[config.mk]
export PLATFORM = sky130hd
export DESIGN_NAME = lis_ctrl
export DESIGN_NICKNAME = d
export VERILOG_FILES = /design/src/lis_pkg.sv /design/src/lis_ctrl.sv
export SDC_FILE = /design/constraint.sdc
export NUM_CORES = 1
export LEC_CHECK = 0
export CAP_MARGIN = 20
export CORE_AREA = 5 5 42 44
export DETAILED_ROUTE_END_ITERATION = 10
export DIE_AREA = 0 0 47 49
export DONT_BUFFER_PORTS = 1
export HOLD_SLACK_MARGIN = 0.08
export SETUP_SLACK_MARGIN = 0.3
export SLEW_MARGIN = 20
export SYNTH_ARGS = -nofsm -noshare
export SYNTH_HDL_FRONTEND = slang
export SYNTH_SLANG_ARGS = --single-unit
[constraint.sdc]
create_clock -name clock -period 1.5 [get_ports clock]
set_input_delay 0.45 -clock clock [delete_from_list [all_inputs] [get_ports clock]]
set_output_delay 0.45 -clock clock [all_outputs]
set_load 0.01 [all_outputs]
[src/lis_pkg.sv]
// Shared types and constants for the longest increasing subsequence block.
package lis_pkg;

   localparam int MAX_LEN_DEF    = 1024;
   localparam int VALUE_BITS_DEF = 32;
   localparam int LEN_BITS       = 11;
   localparam int RSP_DATA_BITS  = 16;

   typedef enum logic [2:0] {
      ST_IDLE,
      ST_READ_LAST,
      ST_CHECK_LAST,
      ST_PROBE,
      ST_COMPARE,
      ST_FINISH
   } lis_state_type;

   // Commands from the controller to the datapath.
   typedef struct packed {
      logic load_in;
      logic rd_last;
      logic append;
      logic set_ovf;
      logic search_init;
      logic rd_mid;
      logic step;
      logic wr_pos;
      logic finish;
   } lis_cmd_type;

   // Status from the datapath to the controller.
   typedef struct packed {
      logic count_zero;
      logic full;
      logic tail_less;
      logic search_done;
      logic is_last;
      logic out_free;
   } lis_status_type;

endpackage

[src/lis_ctrl.sv]
// Sequencing state machine for tail lookup, binary search and result hand-off.
module lis_ctrl (
   input  logic                    clock,
   input  logic                    reset,
   input  logic                    req_tvalid,
   output logic                    req_tready,
   input  lis_pkg::lis_status_type status,
   output lis_pkg::lis_cmd_type    cmd
);
   import lis_pkg::*;

   lis_state_type state_ff;
   lis_state_type state_in;

   always_ff @(posedge clock) begin
      if (reset) begin
         state_ff <= ST_IDLE;
      end else begin
         state_ff <= state_in;
      end
   end

   always_comb begin
      state_in   = state_ff;
      cmd        = '0;
      req_tready = 1'b0;
      case (state_ff)
         ST_IDLE: begin
            req_tready = 1'b1;
            if (req_tvalid) begin
               cmd.load_in = 1'b1;
               state_in    = ST_READ_LAST;
            end
         end
         ST_READ_LAST: begin
            if (status.count_zero) begin
               cmd.append = 1'b1;
               state_in   = ST_FINISH;
            end else begin
               cmd.rd_last = 1'b1;
               state_in    = ST_CHECK_LAST;
            end
         end
         ST_CHECK_LAST: begin
            if (status.tail_less) begin
               if (status.full) begin
                  cmd.set_ovf = 1'b1;
               end else begin
                  cmd.append = 1'b1;
               end
               state_in = ST_FINISH;
            end else begin
               cmd.search_init = 1'b1;
               state_in        = ST_PROBE;
            end
         end
         ST_PROBE: begin
            if (status.search_done) begin
               cmd.wr_pos = 1'b1;
               state_in   = ST_FINISH;
            end else begin
               cmd.rd_mid = 1'b1;
               state_in   = ST_COMPARE;
            end
         end
         ST_COMPARE: begin
            cmd.step = 1'b1;
            state_in = ST_PROBE;
         end
         ST_FINISH: begin
            if (!status.is_last) begin
               state_in = ST_IDLE;
            end else if (status.out_free) begin
               cmd.finish = 1'b1;
               state_in   = ST_IDLE;
            end
         end
         default: begin
            state_in = ST_IDLE;
         end
      endcase
   end

endmodule

==> After elaboration in Yosys (flattened, before gate mapping) <==
Index checks and enable logic that the tools add are counted.
{ "word_totals": {"register_bits": 3, "in_bits": 9, "out_inout_bits": 10} }
{ "classes": {"n_eq_ne": 7, "reduce_logical": 2, "mux": 27} }
{ "ops": {"columns": ["cell", "count"], "rows": [
  ["1-bit two-way mux", 18],
  ["3-bit case mux with 6 select lines", 1],
  ["3-bit two-way mux", 5],
  ["3-bit by 2-bit equality test with 1-bit output, second input constant", 2],
  ["3-bit equality test, second input constant", 2],
  ["2-bit two-way mux", 2],
  ["3-bit by 1-bit equality test with 1-bit output, second input constant", 1],
  ["3-bit zero test", 1],
  ["3-bit inequality test, second input constant", 1],
  ["2-bit inequality test, second input constant", 1],
  ["1-bit case mux with 2 select lines", 1],
  ["2-bit AND reduction", 1]
]} }

==> Depth between registers and ports, before layout <==
{ "logic_depth": {"ltp_word": 3, "depth_mapped": 4, "mapped_depth_nobuf": 3} }

==> Least setup slack after synthesis <==
No wires, ideal clock.
{ "synth_timing": {"kind": "reg-to-output", "start": "register state_ff[2]", "end": "output port cmd[8] (netlist bit)", "required_ns": 1.050, "n_path_buf": 1, "stages_incl_launch_ff": 4, "slack_ns": 0.004, "t_arrival_ns": 1.046, "cell_sequence": "dfxtp_1 buf_4 nor3_1 and2_1"} }
{ "synth_rtl": {"columns": ["element", "line", "text"], "rows": [
  ["start, declared", "lis_ctrl.sv:12", "lis_state_type state_ff;"],
  ["start signal, assigned", "lis_ctrl.sv:19", "state_ff <= state_in;"],
  ["end, declared", "lis_ctrl.sv:8", "output lis_pkg::lis_cmd_type cmd"]
]} }

==> flow_summary.yaml <==
critical_path:
  path_class: "reg -> out"
  cp.required_ns: 1.05
  crit_path_end_kind: "output port"
  crit_arrival_ns: 1.17
  rrSetupSlack_ns: 0.36
  startpoint_type: "flip-flop"
  rr_worst_depth: 4
  worstPathMaxFanout: 7
pwr:
  ir_worst_vdd_v: 0.000497
  switching_share: 0.323
  p_leak_nw: 0.183
  sequentialPowerShare: 0.270
  internal_power_w: 0.000276
  switchingPower_w: 0.000132
  p_comb_frac: 0.380
  clkPwrFrac: 0.350
  p_per_area_nw_per_um2: 901
  fin_total_pwr_w: 0.000408
detailed_routing:
  dr.pass1.iters: 2
  wl_per_cell_microns: 12.9
  num_vias: 312
  drt-initial-drc-count: 5
  drc_errors: 0
  finalWirelength_microns: 798
  vias_per_cell: 5.03
  antenna_left: 0
global_route:
  gr-total-overflow: 0
  grt_pass1_vias: 309
  grt_pass1_wl_microns: 1270
  grt_util_all_layers: 0.0767
  antenna_found_initial: 0
  grt_start_max_net_pins: 9
hold_path:
  holdPathStages: 1
  hold_path_class: "in -> reg"
cells_and_area:
  largest_register_ffs: 3
  drive_gt1_frac: 0.630
  nets: 56
  insertedDiodeCount: 0
  syn2layout_area_growth_pct: 62.3
  regMostFlops: "state_ff"
  fillers: 161
  final_util: 0.323
  top_regs: "state_ff (3)"
timing:
  timing.hold.ws_ns: 0.271
  setup_viol: 5
  slew_viol_final: 0
  period_minus_slack_ns: 1.62
  slew_headroom: 0.766
  finalClockSkew_ns: 0.00301
  finalCritPeriodShare: 1.08
  finalWorstSetupSlack_ns: -0.121
  tightest_slew_ns: 0.350
  rsz0062_at_grt: "yes"
  final_hold_viol_count: 0
  fmax_mhz: 617
synth:
  netlist_area_sq_um: 279
  synthCells: 36
  syn-num-nets: 45
  synth-simple-area-share: 0.417
  synth_top_area_share: 0.215
  yosys.area_share.xor_xnor: 0
  synth_area_leaders: "dfxtp_1 (22%), nor4b_1 (6.3%), a21oi_1 (5.4%), nor2b_1 (4.5%), buf_6 (4.0%)"
  synth_top_family_by_area: "simple AND/OR/NAND/NOR gates"
  synth_compound_area_frac: 0.220
  ys_seq_elements: 3
  synth_mux_area_frac: 0.0359
  synth_warnings: 0
  ys_types: 27
  synth.avg_cell_area_sq_um: 7.75
  synth_fa_ha_area_frac: 0
  synth_top_area_cell: "dfxtp_1"
  yosysSeqAreaShare: 0.215
clocking:
  clock_latency_ns: 0.23
  cts_buffers: 3
  cts-htree-levels: 1
  clkTransAtPathRegs_ns: 0.04
  cts_root_buf: "clkbuf_4"
  cts_tree: "built"
  cts_hold_buffers: 0
  cts.sinks: 3
  cts_buffer_depth: 2
floorplan:
  die_w_microns: 47
  initial_core_util: 0.199
  io-pin-count: 19
  die_h_microns: 49
  dieArea_sq_um: 2300
  core_area_sq_um: 1400
  num_rows: 14
place:
  portBuffers: 0
  gp_congestion: 0.698
  post-place-ws_ns: 0.0386
  place_hpwl_microns: 585
run_status:
  status: "complete, but fails checks"
  violations: "setup timing"
flow_run:
  cap_violations: 0
-- path summary, 6_finish.rpt --
| check | from | to |
|---|---|---|
| setup / recovery | state_ff[0] | cmd[6] |
| hold / removal | reset | state_ff[1] |
| setup reg to reg | state_ff[1] | state_ff[0] |
| hold reg to reg | state_ff[0] | state_ff[0] |
-- per-layer routing --
metal / wire length (microns) / vias up / global-route usage / part of all wire
met5: 0 / - / 0 / 0
met4: 0 / 0 / 0.0138 / 0
met3: 144 / 0 / 0.0738 / 0.18
met2: 331 / 20 / 0.0928 / 0.41
met1: 322 / 143 / 0.0987 / 0.40
li1: - / 149 / - / -
-- cells in the final DEF, fill, tap and decap left out, types with 2 or more instances in the layout --
cell / synthesis / layout
nor2b_4: 0 / 2
a21oi_1: 3 / 3
nor4b_2: 0 / 2
dfxtp_4: 0 / 3
buf_4: 1 / 8
clkbuf_4: 0 / 3
-- Yosys cell counts (all sizes together) --
library cell and number:
and3 1, nand3b 1, nor4b 2, or3 1
inv 2, buf 3, mux2i 1, and4 1
o21bai 1, dfxtp 3, nor2 2, a21oi 4
nand4b 1, o21ai 1, a221o 1, nor2b 2
a21o 1, and2 1, and2b 1, nor3 1
nor3b 1, nand2 3, o21a 1
-- cells by family after synthesis --
kind of cell / Yosys count
AND/OR/NAND/NOR: 18
buffers and inverters: 5
flip-flops: 3
AO/OA/AOI/OAI: 9
multiplexers: 1
-- area by class of cell --
type                       instances  area, sq um  share of cell area
timing repair buffer               9         71.3               0.157
tap                               16         20.0              0.0442
inverter                           2         7.51              0.0166
clock buffer                       4         26.3              0.0580
sequential                         3         71.3               0.157
multi-input combinational         28          256               0.566
-- power by group through the flow --
stage / combinational (W) / sequential (W) / clock, W
global route: 0.000170 / 0.000114 / 0.000162
finish: 0.000155 / 0.000110 / 0.000143
CTS: 0.000145 / 0.000108 / 0.000151
global placement: 0.000129 / 0.000109 / 0
floorplan: 0.000113 / 0.000100 / 0
detailed placement: 0.000130 / 0.000109 / 0
-- through the flow --
| stage | instance area [sq um] | cells | setup TNS [ns] |
|---|---|---|---|
| after CTS | 412 | 61 | -0.421 |
| after floorplan | 317 | 36 | 0 |
| final | 453 | 62 | -0.358 |
| after detailed placement | 352 | 55 | 0 |
| after global routing | 453 | 62 | -0.880 |
| after global placement | 352 | 55 | 0 |
-- critical path, cell delays in order, from the launching register on --
cell     delay [ns]
dfxtp_4        0.36
or3_4          0.40
a21oi_4        0.18
-- repair_timing --
action	in CTS	in global routing
pin swaps	1	3
gates resized for setup	7	7
buffers inserted	2	1
endpoints found under the setup margin	10	11
No activity file was read; power rests on OpenSTA's default activity.
